--- src/sv/assert_macros.svh ---
// Assertion macros used by the word packer.
`ifndef ASSERT_MACROS_SVH
`define ASSERT_MACROS_SVH

// Property that must hold at every clock edge out of reset.
`define BQWP_ASSERT_HOLDS(NAME, CLK, RSTN, PROP, MSG) \
    NAME: assert property (@(posedge CLK) disable iff (!RSTN) PROP) else $error(MSG);

// Antecedent in one cycle implies consequent in the next.
`define BQWP_ASSERT_NEXT(NAME, CLK, RSTN, ANTE, CONS, MSG) \
    NAME: assert property (@(posedge CLK) disable iff (!RSTN) (ANTE) |=> (CONS)) else $error(MSG);

`endif

--- src/sv/bqwp_pkg.sv ---
// Shared constants and types for the quadrature step word packer.
package bqwp_pkg;

    localparam int STATES_PER_TICK = 20;
    localparam int WORD_BITS       = 32;
    localparam int FRAC_BITS       = 8;

    localparam int POS_W  = 32;
    localparam int EMIT_W = 24;
    localparam int OUT_W  = 32;

    localparam logic [1:0] PH_FWD = 2'd3;
    localparam logic [1:0] PH_BWD = 2'd1;

    typedef struct packed {
        logic       valid;
        logic       fwd;
        logic       clamp;
        logic [1:0] phase;
    } cell_ctl_t;

endpackage

--- src/sv/bqwp_cell.sv ---
// One state slot of the tick: Bresenham accumulate, phase step, slot write.
module bqwp_cell #(
    parameter int STATES = bqwp_pkg::STATES_PER_TICK,
    parameter int SLOT   = 0
) (
    input  logic                           clk,
    input  logic                           rst_n,
    input  logic                           adv,
    input  bqwp_pkg::cell_ctl_t            ctl_in,
    input  logic [$clog2(STATES+1)-1:0]    n_in,
    input  logic [$clog2(2*STATES)-1:0]    acc_in,
    input  logic [2*STATES-1:0]            vec_in,
    output bqwp_pkg::cell_ctl_t            ctl_out,
    output logic [$clog2(STATES+1)-1:0]    n_out,
    output logic [$clog2(2*STATES)-1:0]    acc_out,
    output logic [2*STATES-1:0]            vec_out
);

    localparam int NW = $clog2(STATES + 1);
    localparam int AW = $clog2(2 * STATES);
    localparam int VW = 2 * STATES;

    bqwp_pkg::cell_ctl_t ctl_reg;
    bqwp_pkg::cell_ctl_t ctl_next;
    logic [NW-1:0]       n_reg;
    logic [AW-1:0]       acc_reg;
    logic [AW-1:0]       acc_next;
    logic [VW-1:0]       vec_reg;
    logic [VW-1:0]       vec_next;
    logic [AW-1:0]       acc_sum;
    logic                hit;

    always_comb
    begin
        acc_sum  = acc_in + AW'(n_in);
        hit      = (acc_sum >= AW'(STATES));
        acc_next = hit ? (acc_sum - AW'(STATES)) : acc_sum;
        ctl_next = ctl_in;
        if (hit)
        begin
            ctl_next.phase = ctl_in.phase + (ctl_in.fwd ? bqwp_pkg::PH_FWD : bqwp_pkg::PH_BWD);
        end
        vec_next = vec_in;
        vec_next[2*SLOT +: 2] = ctl_next.phase;
    end

    always_ff @(posedge clk or negedge rst_n)
    begin
        if (!rst_n)
        begin
            ctl_reg <= '0;
        end
        else if (adv)
        begin
            ctl_reg <= ctl_next;
        end
    end

    always_ff @(posedge clk)
    begin
        if (adv)
        begin
            n_reg   <= n_in;
            acc_reg <= acc_next;
            vec_reg <= vec_next;
        end
    end

    assign ctl_out = ctl_reg;
    assign n_out   = n_reg;
    assign acc_out = acc_reg;
    assign vec_out = vec_reg;

endmodule

--- src/sv/bqwp_packer.sv ---
// Word packer: splits each tick's phase vector into output words.
`include "assert_macros.svh"

module bqwp_packer #(
    parameter int STATES    = bqwp_pkg::STATES_PER_TICK,
    parameter int WORD_BITS = bqwp_pkg::WORD_BITS
) (
    input  logic                        clk,
    input  logic                        rst_n,
    input  bqwp_pkg::cell_ctl_t         tick_ctl,
    input  logic [2*STATES-1:0]         tick_vec,
    output logic                        ready,
    output logic                        word_valid,
    input  logic                        word_stall,
    output logic [bqwp_pkg::OUT_W-1:0]  packed_word,
    output logic                        last_of_tick,
    output logic                        clamped
);

    localparam int E   = (WORD_BITS + 1) / 2;
    localparam int FW  = $clog2(E);
    localparam int NDW = $clog2(E + 1);
    localparam int RW  = $clog2(STATES + 1);
    localparam int CW  = (RW > NDW) ? RW : NDW;
    localparam int VW  = 2 * STATES;
    localparam int OW  = bqwp_pkg::OUT_W;

    logic           busy_reg, busy_next;
    logic [RW-1:0]  rem_reg, rem_next;
    logic [VW-1:0]  tv_reg, tv_next;
    logic           tclamp_reg, tclamp_next;
    logic [OW-1:0]  partial_reg, partial_next;
    logic [FW-1:0]  fill_reg, fill_next;
    logic           word_valid_reg, word_valid_next;
    logic [OW-1:0]  word_reg;
    logic           last_reg;
    logic           clamp_reg;

    logic [NDW-1:0] need;
    logic [CW-1:0]  after;
    logic           complete;
    logic           room;
    logic           step;
    logic           emit;
    logic           finish;
    logic           load;
    logic           last_word;
    logic [VW-1:0]  tv_m;
    logic [VW-1:0]  tv_sh;
    logic [OW-1:0]  word_cat;
    logic [OW-1:0]  deposit;

    always_comb
    begin
        need      = NDW'(E) - NDW'(fill_reg);
        complete  = (CW'(rem_reg) >= CW'(need));
        after     = CW'(rem_reg) - CW'(need);
        last_word = (after < CW'(E));
        room      = !word_valid_reg || !word_stall;
        step      = busy_reg && (!complete || room);
        emit      = step && complete;
        finish    = step && (!complete || last_word);
        ready     = !busy_reg || finish;
        load      = ready && tick_ctl.valid;
        tv_m      = tv_reg & ~({VW{1'b1}} << {need, 1'b0});
        tv_sh     = tv_reg >> {need, 1'b0};
        word_cat  = partial_reg | (OW'(tv_m) << {fill_reg, 1'b0});
        deposit   = partial_reg | (OW'(tv_reg) << {fill_reg, 1'b0});
    end

    always_comb
    begin
        busy_next    = busy_reg;
        rem_next     = rem_reg;
        tv_next      = tv_reg;
        tclamp_next  = tclamp_reg;
        partial_next = partial_reg;
        fill_next    = fill_reg;
        if (step)
        begin
            if (complete)
            begin
                if (last_word)
                begin
                    partial_next = OW'(tv_sh);
                    fill_next    = FW'(after);
                    busy_next    = 1'b0;
                end
                else
                begin
                    partial_next = '0;
                    fill_next    = '0;
                    rem_next     = RW'(after);
                    tv_next      = tv_sh;
                end
            end
            else
            begin
                partial_next = deposit;
                fill_next    = FW'(CW'(fill_reg) + CW'(rem_reg));
                busy_next    = 1'b0;
            end
        end
        if (load)
        begin
            busy_next   = 1'b1;
            rem_next    = RW'(STATES);
            tv_next     = tick_vec;
            tclamp_next = tick_ctl.clamp;
        end
    end

    always_comb
    begin
        if (emit)
        begin
            word_valid_next = 1'b1;
        end
        else if (!word_stall)
        begin
            word_valid_next = 1'b0;
        end
        else
        begin
            word_valid_next = word_valid_reg;
        end
    end

    always_ff @(posedge clk or negedge rst_n)
    begin
        if (!rst_n)
        begin
            busy_reg       <= 1'b0;
            rem_reg        <= '0;
            partial_reg    <= '0;
            fill_reg       <= '0;
            word_valid_reg <= 1'b0;
        end
        else
        begin
            busy_reg       <= busy_next;
            rem_reg        <= rem_next;
            partial_reg    <= partial_next;
            fill_reg       <= fill_next;
            word_valid_reg <= word_valid_next;
        end
    end

    always_ff @(posedge clk)
    begin
        tv_reg     <= tv_next;
        tclamp_reg <= tclamp_next;
        if (emit)
        begin
            word_reg  <= word_cat;
            last_reg  <= last_word;
            clamp_reg <= tclamp_reg;
        end
    end

    assign word_valid   = word_valid_reg;
    assign packed_word  = word_reg;
    assign last_of_tick = last_reg;
    assign clamped      = clamp_reg;

    `BQWP_ASSERT_HOLDS(a_fill_range, clk, rst_n, int'(fill_reg) < E, "fill past word size")
    `BQWP_ASSERT_HOLDS(a_busy_rem, clk, rst_n, busy_reg |-> (rem_reg != '0), "busy with no states left")
    `BQWP_ASSERT_NEXT(a_short_done, clk, rst_n, busy_reg && !complete, !busy_reg || (rem_reg == RW'(STATES)), "short tick did not retire")
    `BQWP_ASSERT_NEXT(a_emit_last, clk, rst_n, emit && last_word, word_valid && last_of_tick, "final word of tick not flagged")

endmodule

--- src/sv/bresenham_quadrature_word_packer_core.sv ---
// Top level: tick intake, Bresenham cell chain and word packer.
//
//  channel   | handshake                | payload
//  ----------+--------------------------+------------------------------------------
//  target    | target_valid/target_stall | target_position
//  word      | word_valid/word_stall     | packed_word, last_of_tick, clamped
//
// A tick enters the launch stage at once; the emitted position and phase update at intake.
// The tick then passes through the cell chain to the packer, one cell per cycle while the chain advances.
// The packer completes 1-2 words per tick at defaults and takes a new tick only as it finishes the last one.
// A stalled word output backs up the packer, which freezes the whole cell chain.
// Reset clears position, phase, the partial word and all valid flags.
module bresenham_quadrature_word_packer_core #(
    parameter int STATES_PER_TICK = bqwp_pkg::STATES_PER_TICK,
    parameter int WORD_BITS       = bqwp_pkg::WORD_BITS,
    parameter int FRAC_BITS       = bqwp_pkg::FRAC_BITS
) (
    input  logic                                clk,
    input  logic                                rst_n,
    input  logic                                target_valid,
    output logic                                target_stall,
    input  logic signed [bqwp_pkg::POS_W-1:0]   target_position,
    output logic                                word_valid,
    input  logic                                word_stall,
    output logic [bqwp_pkg::OUT_W-1:0]          packed_word,
    output logic                                last_of_tick,
    output logic                                clamped
);

    localparam int S  = STATES_PER_TICK;
    localparam int NW = $clog2(S + 1);
    localparam int AW = $clog2(2 * S);
    localparam int VW = 2 * S;
    localparam int EW = bqwp_pkg::EMIT_W;
    localparam int PW = (EW + FRAC_BITS > bqwp_pkg::POS_W) ? EW + FRAC_BITS : bqwp_pkg::POS_W;
    localparam int DW = PW + 1;

    logic [EW-1:0]       emitted_reg, emitted_next;
    logic [1:0]          phase_reg, phase_next;
    bqwp_pkg::cell_ctl_t lau_ctl_reg, lau_ctl_next;
    logic [NW-1:0]       lau_n_reg;

    logic signed [DW-1:0] tgt_x;
    logic signed [DW-1:0] emit_fix;
    logic signed [DW-1:0] diff;
    logic [DW-1:0]        mag;
    logic [DW-1:0]        owed;
    logic                 fwd;
    logic                 clamp;
    logic [NW-1:0]        n_issue;
    logic [1:0]           n_lo;
    logic                 adv;
    logic                 accept;
    logic                 pk_ready;

    bqwp_pkg::cell_ctl_t ctl_c [S+1];
    logic [NW-1:0]       n_c   [S+1];
    logic [AW-1:0]       acc_c [S+1];
    logic [VW-1:0]       vec_c [S+1];

    assign adv          = pk_ready || !ctl_c[S].valid;
    assign target_stall = !adv;
    assign accept       = target_valid && adv;

    always_comb
    begin
        tgt_x    = DW'(target_position);
        emit_fix = DW'($signed(emitted_reg)) <<< FRAC_BITS;
        diff     = tgt_x - emit_fix;
        fwd      = !diff[DW-1];
        mag      = fwd ? $unsigned(diff) : $unsigned(-diff);
        owed     = mag >> FRAC_BITS;
        clamp    = (owed > DW'(S));
        n_issue  = clamp ? NW'(S) : NW'(owed);
        n_lo     = 2'(n_issue);

        emitted_next = emitted_reg;
        phase_next   = phase_reg;
        if (accept)
        begin
            emitted_next = fwd ? (emitted_reg + EW'(n_issue)) : (emitted_reg - EW'(n_issue));
            phase_next   = phase_reg + (fwd ? 2'(n_lo * bqwp_pkg::PH_FWD)
                                            : 2'(n_lo * bqwp_pkg::PH_BWD));
        end

        lau_ctl_next.valid = accept;
        lau_ctl_next.fwd   = fwd;
        lau_ctl_next.clamp = clamp;
        lau_ctl_next.phase = phase_reg;
    end

    always_ff @(posedge clk or negedge rst_n)
    begin
        if (!rst_n)
        begin
            emitted_reg <= '0;
            phase_reg   <= '0;
            lau_ctl_reg <= '0;
        end
        else
        begin
            emitted_reg <= emitted_next;
            phase_reg   <= phase_next;
            if (adv)
            begin
                lau_ctl_reg <= lau_ctl_next;
            end
        end
    end

    always_ff @(posedge clk)
    begin
        if (adv)
        begin
            lau_n_reg <= n_issue;
        end
    end

    assign ctl_c[0] = lau_ctl_reg;
    assign n_c[0]   = lau_n_reg;
    assign acc_c[0] = '0;
    assign vec_c[0] = '0;

    for (genvar i = 0; i < S; i++)
    begin : g_cell
        bqwp_cell #(
            .STATES (S),
            .SLOT   (i)
        ) u_cell (
            .clk     (clk),
            .rst_n   (rst_n),
            .adv     (adv),
            .ctl_in  (ctl_c[i]),
            .n_in    (n_c[i]),
            .acc_in  (acc_c[i]),
            .vec_in  (vec_c[i]),
            .ctl_out (ctl_c[i+1]),
            .n_out   (n_c[i+1]),
            .acc_out (acc_c[i+1]),
            .vec_out (vec_c[i+1])
        );
    end

    bqwp_packer #(
        .STATES    (S),
        .WORD_BITS (WORD_BITS)
    ) u_packer (
        .clk          (clk),
        .rst_n        (rst_n),
        .tick_ctl     (ctl_c[S]),
        .tick_vec     (vec_c[S]),
        .ready        (pk_ready),
        .word_valid   (word_valid),
        .word_stall   (word_stall),
        .packed_word  (packed_word),
        .last_of_tick (last_of_tick),
        .clamped      (clamped)
    );

endmodule
--- config.mk ---
export PLATFORM = sky130hd
export DESIGN_NAME = bresenham_quadrature_word_packer_core
export DESIGN_NICKNAME = d
export VERILOG_FILES = /design/src/sv/bqwp_pkg.sv /design/src/sv/bqwp_cell.sv /design/src/sv/bqwp_packer.sv /design/src/sv/bresenham_quadrature_word_packer_core.sv
export VERILOG_INCLUDE_DIRS = /design/src /design/src/sv
export SDC_FILE = /design/constraint.sdc
export NUM_CORES = 2
export LEC_CHECK = 0
export BUFFER_PORTS_ARGS = -buffer_cell sky130_fd_sc_hd__clkbuf_2
export CORE_MARGIN = 5
export CORE_UTILIZATION = 63
export CTS_BUF_LIST = sky130_fd_sc_hd__clkbuf_16
export DETAILED_ROUTE_END_ITERATION = 7
export PLACE_DENSITY = 0.8
export SETUP_SLACK_MARGIN = 0.15
export SLEW_MARGIN = 40
export SYNTH_ARGS = -nofsm -noshare
export SYNTH_HDL_FRONTEND = slang
export SYNTH_SLANG_ARGS = --single-unit
--- constraint.sdc ---
create_clock -name clk -period 29.2 [get_ports clk]
set_input_delay 2.92 -clock clk [delete_from_list [all_inputs] [get_ports clk]]
set_output_delay 2.92 -clock clk [all_outputs]
set_load 0.03 [all_outputs]
# Word level (Yosys, flattened, before mapping)
# Index checks and enable logic that the tools add are counted.
totals:
  regBits: 880
  latchBits: 0
  ram_bits: 0
  mem_bits_ro: 0
  inputBits: 36
  out_inout_bits: 36
  word_cells: 357
  memories: 0
op_classes:
  add_sub_neg: 66
  multipliers: 1
  n_div: 0
  order_cmp: 23
  eq_ne: 3
  shift: 4
  mux: 81
  n_bitwise: 4
  n_reduce_logical: 21
op_table:
  columns: ["cell", "count"]
  rows:
  - ["40-bit 2-to-1 mux", 4]
  - ["6-bit by 5-bit adder with 6-bit output", 19]
  - ["6-bit by 5-bit greater-or-equal comparator with 1-bit output (second input constant)", 19]
  - ["6-bit 2-to-1 mux", 18]
  - ["6-bit by 5-bit subtractor with 6-bit output (second input constant)", 18]
  - ["2-bit 2-to-1 mux", 41]
  - ["32-bit 2-to-1 mux", 2]
  - ["32-bit OR", 2]
  - ["32-bit by 5-bit << shifter with 32-bit output", 2]
  - ["2-bit adder", 21]
  - ["40-bit by 6-bit << shifter with 32-bit output (first input constant)", 1]
  - ["40-bit by 6-bit >> shifter with 40-bit output", 1]
  - ["33-bit 2-to-1 mux", 1]
  - ["33-bit negator", 1]
  - ["32-bit by 32-bit subtractor with 33-bit output", 1]
  - ["32-bit AND", 1]
  - ["32-bit inverter", 1]
  - ["5-bit 2-to-1 mux", 6]
  - ["25-bit by 5-bit > comparator with 1-bit output (second input constant)", 1]
  - ["24-bit by 5-bit adder with 24-bit output", 1]
  - ["24-bit 2-to-1 mux", 1]
  - ["24-bit by 5-bit subtractor with 24-bit output", 1]
  - ["4-bit 2-to-1 mux", 2]
  - ["1-bit logical NOT", 7]
  - ["other kinds (16)", 31]

# Depth between registers and ports, before layout
depth:
  depth_word: 10
  depth_mapped: 33
  mapped_depth_nobuf: 33

# Modules after synthesis
# From an unflattened synthesis, not the netlist that was laid out.
unflattened:
  cells_unflattened: 4240
  area_unflattened_um2: 59148.0
modules_own_cells:
  columns: ["mod", "instances", "cells_each", "area_each_um2", "seq_area_each_um2"]
  rows:
  - ["bqwp_cell at g_cell[0].u_cell ...", 12, 126, 2193.4, 1656.6]
  - ["bqwp_cell at g_cell[2].u_cell ...", 8, 126, 2190.9, 1656.6]
  - ["bqwp_packer", 1, 1088, 10452.5, 3328.2]
  - ["bresenham_quadrature_word_packer_core", 1, 632, 4848.4, 925.9]

# Worst setup path before layout
# OpenSTA, ideal clock, no wires.
synth_timing:
  path_type: "register -> register"
  start: "reg u_packer.fill_reg[0]"
  end: "reg g_cell[0].u_cell.acc_reg[0], enable pin"
  setup_time_ns: 1.217
  arrival_time_ns: 20.772
  required_time_ns: 27.983
  slack_ns: 7.211
  stages_incl_launch_ff: 19
  path_buffers: 8
  period_less_slack_ns: 21.989
  path_cell_list: "dfrtp_1 clkbuf_1 clkinv_1 clkbuf_1 clkbuf_1 ha_1 inv_1 nor2_1 inv_1 clkbuf_1 buf_1 ha_1 a21oi_1 o21ai_0 o21ai_0 or2_2 clkbuf_1 clkbuf_1 clkbuf_1"
synth_between:
  elab_chain_cells: 8
  elab_cells_between_ends: 11
  classes_between: "add/sub (2); order compare (2); reduce/logical (7)"
synth_lines:
  columns: ["item", "line_no", "text"]
  rows:
  - ["start: declaration", "bqwp_packer.sv:33", "logic [FW-1:0] fill_reg, fill_next;"]
  - ["start signal: assignment", "bqwp_packer.sv:144", "fill_reg <= fill_next;"]
  - ["5-bit by 4-bit subtractor with 5-bit output (*)", "bqwp_packer.sv:55", "need = NDW'(E) - NDW'(fill_reg);"]
  - ["branches (longest 4 deep; another with 5-bit subtractor)", null, null]
  - ["1-bit logical AND (*)", "bqwp_packer.sv:62", "finish = step && (!complete || last_word);"]
  - ["1-bit logical OR (*)", "bqwp_packer.sv:63", "ready = !busy_reg || finish;"]
  - ["1-bit logical OR (*)", "bresenham_quadrature_word_packer_core.sv:61", "assign adv = pk_ready || !ctl_c[S].valid;"]
  - ["end signal: assignment", "bqwp_cell.sv:64", "acc_reg <= acc_next;"]
  - ["end: declaration", "bqwp_cell.sv:26", "logic [AW-1:0] acc_reg;"]
# Every way passes the cells marked *.
# A chain may end at the register's enable or synchronous reset.

# Final worst setup path
layout_timing:
  start: "in target_position[8] (netlist name)"
  end: "reg emitted_reg[23]"
layout_between:
  elab_chain_cells: 7
  elab_cells_between_ends: 8
  classes_between: "add/sub (4); order compare (1); mux (3)"
layout_lines:
  columns: ["item", "line_no", "text"]
  rows:
  - ["start: declaration", "bresenham_quadrature_word_packer_core.sv:22", "input logic signed [bqwp_pkg::POS_W-1:0] target_position,"]
  - ["32-bit by 32-bit subtractor with 33-bit output (*)", "bresenham_quadrature_word_packer_core.sv:69", "diff = tgt_x - emit_fix;"]
  - ["33-bit negator", "bresenham_quadrature_word_packer_core.sv:71", "mag = fwd ? $unsigned(diff) : $unsigned(-diff);"]
  - ["33-bit 2-to-1 mux (*)", "bresenham_quadrature_word_packer_core.sv:71", null]
  - ["25-bit by 5-bit > comparator with 1-bit output", "bresenham_quadrature_word_packer_core.sv:73", "clamp = (owed > DW'(S));"]
  - ["5-bit 2-to-1 mux (*)", "bresenham_quadrature_word_packer_core.sv:74", "n_issue = clamp ? NW'(S) : NW'(owed);"]
  - ["via n_issue[2]", "bresenham_quadrature_word_packer_core.sv:50", "logic [NW-1:0] n_issue;"]
  - ["24-bit by 5-bit adder with 24-bit output / 24-bit by 5-bit subtractor with 24-bit output (equally long branches)", "bresenham_quadrature_word_packer_core.sv:81", "emitted_next = fwd ? (emitted_reg + EW'(n_issue)) : (emitted_reg - EW'(n_issue));"]
  - ["24-bit 2-to-1 mux (*)", "bresenham_quadrature_word_packer_core.sv:81", null]
  - ["end signal: assignment", "bresenham_quadrature_word_packer_core.sv:102", "emitted_reg <= emitted_next;"]
  - ["end: declaration", "bresenham_quadrature_word_packer_core.sv:38", "logic [EW-1:0] emitted_reg, emitted_next;"]
# The timed path passes the listed nets; every way through them passes the cells marked *.

==> flow_metrics.env <==
export IMPL_yosysSeqAreaShare_pct=60.6
export IMPL_drtIter0Drc=2416
export IMPL_fin_nets=3796
export IMPL_route_met2_wl_microns=41500
export IMPL_cp_start_kind="primary input"
export IMPL_cp_common_cell="ha_1"
export IMPL_fin_skew_ps=30.4
export IMPL_num_vias=26487
export IMPL_max_clock_freq_mhz=91.4
export IMPL_yosys_top_cells_count="688 x edfxtp_1, 528 x nand2_1, 286 x a21oi_1"
export IMPL_cts_tree="done"
export IMPL_startpoint="target_position[8]"
export IMPL_ys_types=89
export IMPL_status="finished, final reports clean"
export IMPL_yosysMostFrequentCell="edfxtp_1"
export IMPL_finalHoldViolCount=0
export IMPL_slew_viol_final=0
export IMPL_root_buffer="clkbuf_16"
export IMPL_slowest_delay_ps=600
export IMPL_cts_sinks=859
export IMPL_synth_ff_latch_count=859
export IMPL_synth_flop_cell="edfxtp_1"
export IMPL_die_height_microns=266
export IMPL_slew_headroom_pct=44.2
export IMPL_grtUsageTotal_pct=23.8
export IMPL_hold_slack_ps=408
export IMPL_arrival_ps=11440
export IMPL_wl_per_cell_microns=18.9
export IMPL_dieArea_sq_um=70500
export IMPL_routed_wl_microns=84700
export IMPL_post_place_ws_ps=17750
export IMPL_cpMaxStageDelayCell="a211oi_1"
export IMPL_grt_pass1_wl_microns=136000
export IMPL_clk_pin_slew_ps=60
export IMPL_wl_met3_microns=4870
export IMPL_htree_levels=3
export IMPL_num_rows=93
export IMPL_synthArstFlopShare_pct=19.9
export IMPL_grt_start_max_net_pins=106
export IMPL_postCtsResizedCells=0
export IMPL_numCtsBuffers=85
export IMPL_nFillCells=4455
export IMPL_largest_register_ff_count=420
export IMPL_avgSynthCellArea_sq_um=11.7
export IMPL_place_congestion=0.954
export IMPL_setup_tns_ps=0
export IMPL_dr_pass1_iters=6
export IMPL_synth_fp_nets=3736
export IMPL_place_hpwl_microns=56100
export IMPL_grt_setup_unrepaired="false"
export IMPL_core_area_sq_um=64600
export IMPL_worstReg2RegStart="emitted_reg[5]"
export IMPL_yosys_area_top_type="edfxtp_1"
export IMPL_port_buffers=71
export IMPL_drcViolationCount=0
export IMPL_setup_viol=0
export IMPL_max_clock_path_buffers=3
export IMPL_finalInstanceArea_sq_um=45300
export IMPL_routed_via_density=5.89
export IMPL_critical_path_class="in2reg"
export IMPL_worst_pin_slew_ps=824
export IMPL_synthesis_area_sq_um=41100
export IMPL_synth_cells=3508
export IMPL_ctsHoldBuffers=0
export IMPL_synth_area_leaders="edfxtp_1 50%, dfrtp_1 10%, ha_1 5.4%, nand2_1 4.8%, a21oi_1 3.5%"
export IMPL_routed_top_layer="met4"
export IMPL_drive_gt1_share_pct=8.98
export IMPL_clock_latency_ps=640
export IMPL_antenna_cells=0
export IMPL_die_x_microns=266
export IMPL_layout_setup_ws_ps=18250
export IMPL_cp_end_kind="flop"
export IMPL_place_area_sq_um=42400
export IMPL_post_route_period_util_pct=37.5
export IMPL_cp_max_fo=10
export IMPL_start_util_pct=63.7
export IMPL_antenna_found_initial=0
export IMPL_postCtsSetupBuffers=0
export IMPL_worstHoldPathType="reg2reg"
export IMPL_grt_pass1_vias=26089
export IMPL_wl_met1_microns=34200
export IMPL_grt_overflow_total=0
export IMPL_ios=72
export IMPL_yosysTopAreaCellShare_pct=50.2
export IMPL_crit_required_ps=29690
export IMPL_max_cap_violations=0
export IMPL_yosys_warnings=0
export IMPL_antenna_left=0
export IMPL_synth_edff_count=688
export IMPL_area_growth_pct=10.1
export IMPL_min_period_ps=10950
export IMPL_hp_start="g_cell[18].u_cell.vec_out[23]"
==> path summary, 6_finish.rpt <==
kind,endpoint,slack (ps),cells past startpoint
max,emitted_reg[23],18250,32
min reg2reg,g_cell[19].u_cell.vec_out[23],410,0
min,g_cell[19].u_cell.vec_out[23],410,0
min in group asynchronous,g_cell[19].u_cell.ctl_out[2],2290,1
max in group asynchronous,g_cell[6].u_cell.ctl_out[0],25840,2
max reg2reg,emitted_reg[23],20180,31
==> routing by layer <==
layer / vias up / GRT usage (%)
met2: 854 / 40.2
met4: 0 / 10.3
met5: - / 0
li1: 12766 / -
met3: 227 / 3.73
met1: 12640 / 31.0
==> critical path, delay by kind of cell <==
family,cells,cell delay (ps)
AOI/OAI and AO/OA,10,2580
buffers and inverters,2,110
xor gates and xnor gates,1,460
and+or+nand+nor,14,3940
muxes,1,280
adders and majority gates,4,1160
==> layout make-up <==
type | count | area [sq um] | share of cell area [%]
Inverter | 163 | 616 | 1.36
Sequential cell | 859 | 24900 | 55.1
Tap cell | 855 | 1070 | 2.36
Clock inverter | 74 | 722 | 1.59
Timing Repair Buffer | 108 | 696 | 1.54
Clock buffer | 85 | 2130 | 4.70
Multi-Input combinational cell | 2351 | 15100 | 33.4
==> kinds of logic after synthesis <==
family / synth area share [%]
xor gates and xnor gates: 4.07
AOI/OAI and AO/OA: 11.2
DFF: 60.6
adders and majority gates: 6.10
and+or+nand+nor: 11.6
muxes: 3.74
buffers and inverters: 2.73
==> stage by stage <==
stage | instances | utilization, %
CTS | 4495 | 70.1
global route | 4495 | 70.1
global placement | 4335 | 65.6
finish | 4495 | 70.1
floorplan | 3508 | -
detailed placement | 4336 | 65.7
==> placed cells by master (no fill, tap or decap), types with 14 or more instances in the layout <==
cell type	n
edfxtp_1	688
nand2_1	528
a21oi_1	285
nor2_1	268
o21ai_0	180
ha_1	177
inv_1	173
dfrtp_1	170
xnor2_1	115
mux2i_1	88
clkbuf_16	86
xor2_1	74
clkbuf_2	70
nor3_1	58
a21o_1	47
nand3_1	45
nor2b_1	37
a211oi_1	34
mux2_2	31
nand2b_1	30
buf_4	28
o211ai_1	23
o21bai_1	23
clkinv_2	22
o21a_1	19
o31ai_1	19
a21boi_0	18
and2_1	16
clkinv_1	15
and3_1	14
fa_1	14
Power is left out: the tool's default activity adds up to more than one toggle a clock period on the data nets, which glitch-free logic cannot reach.
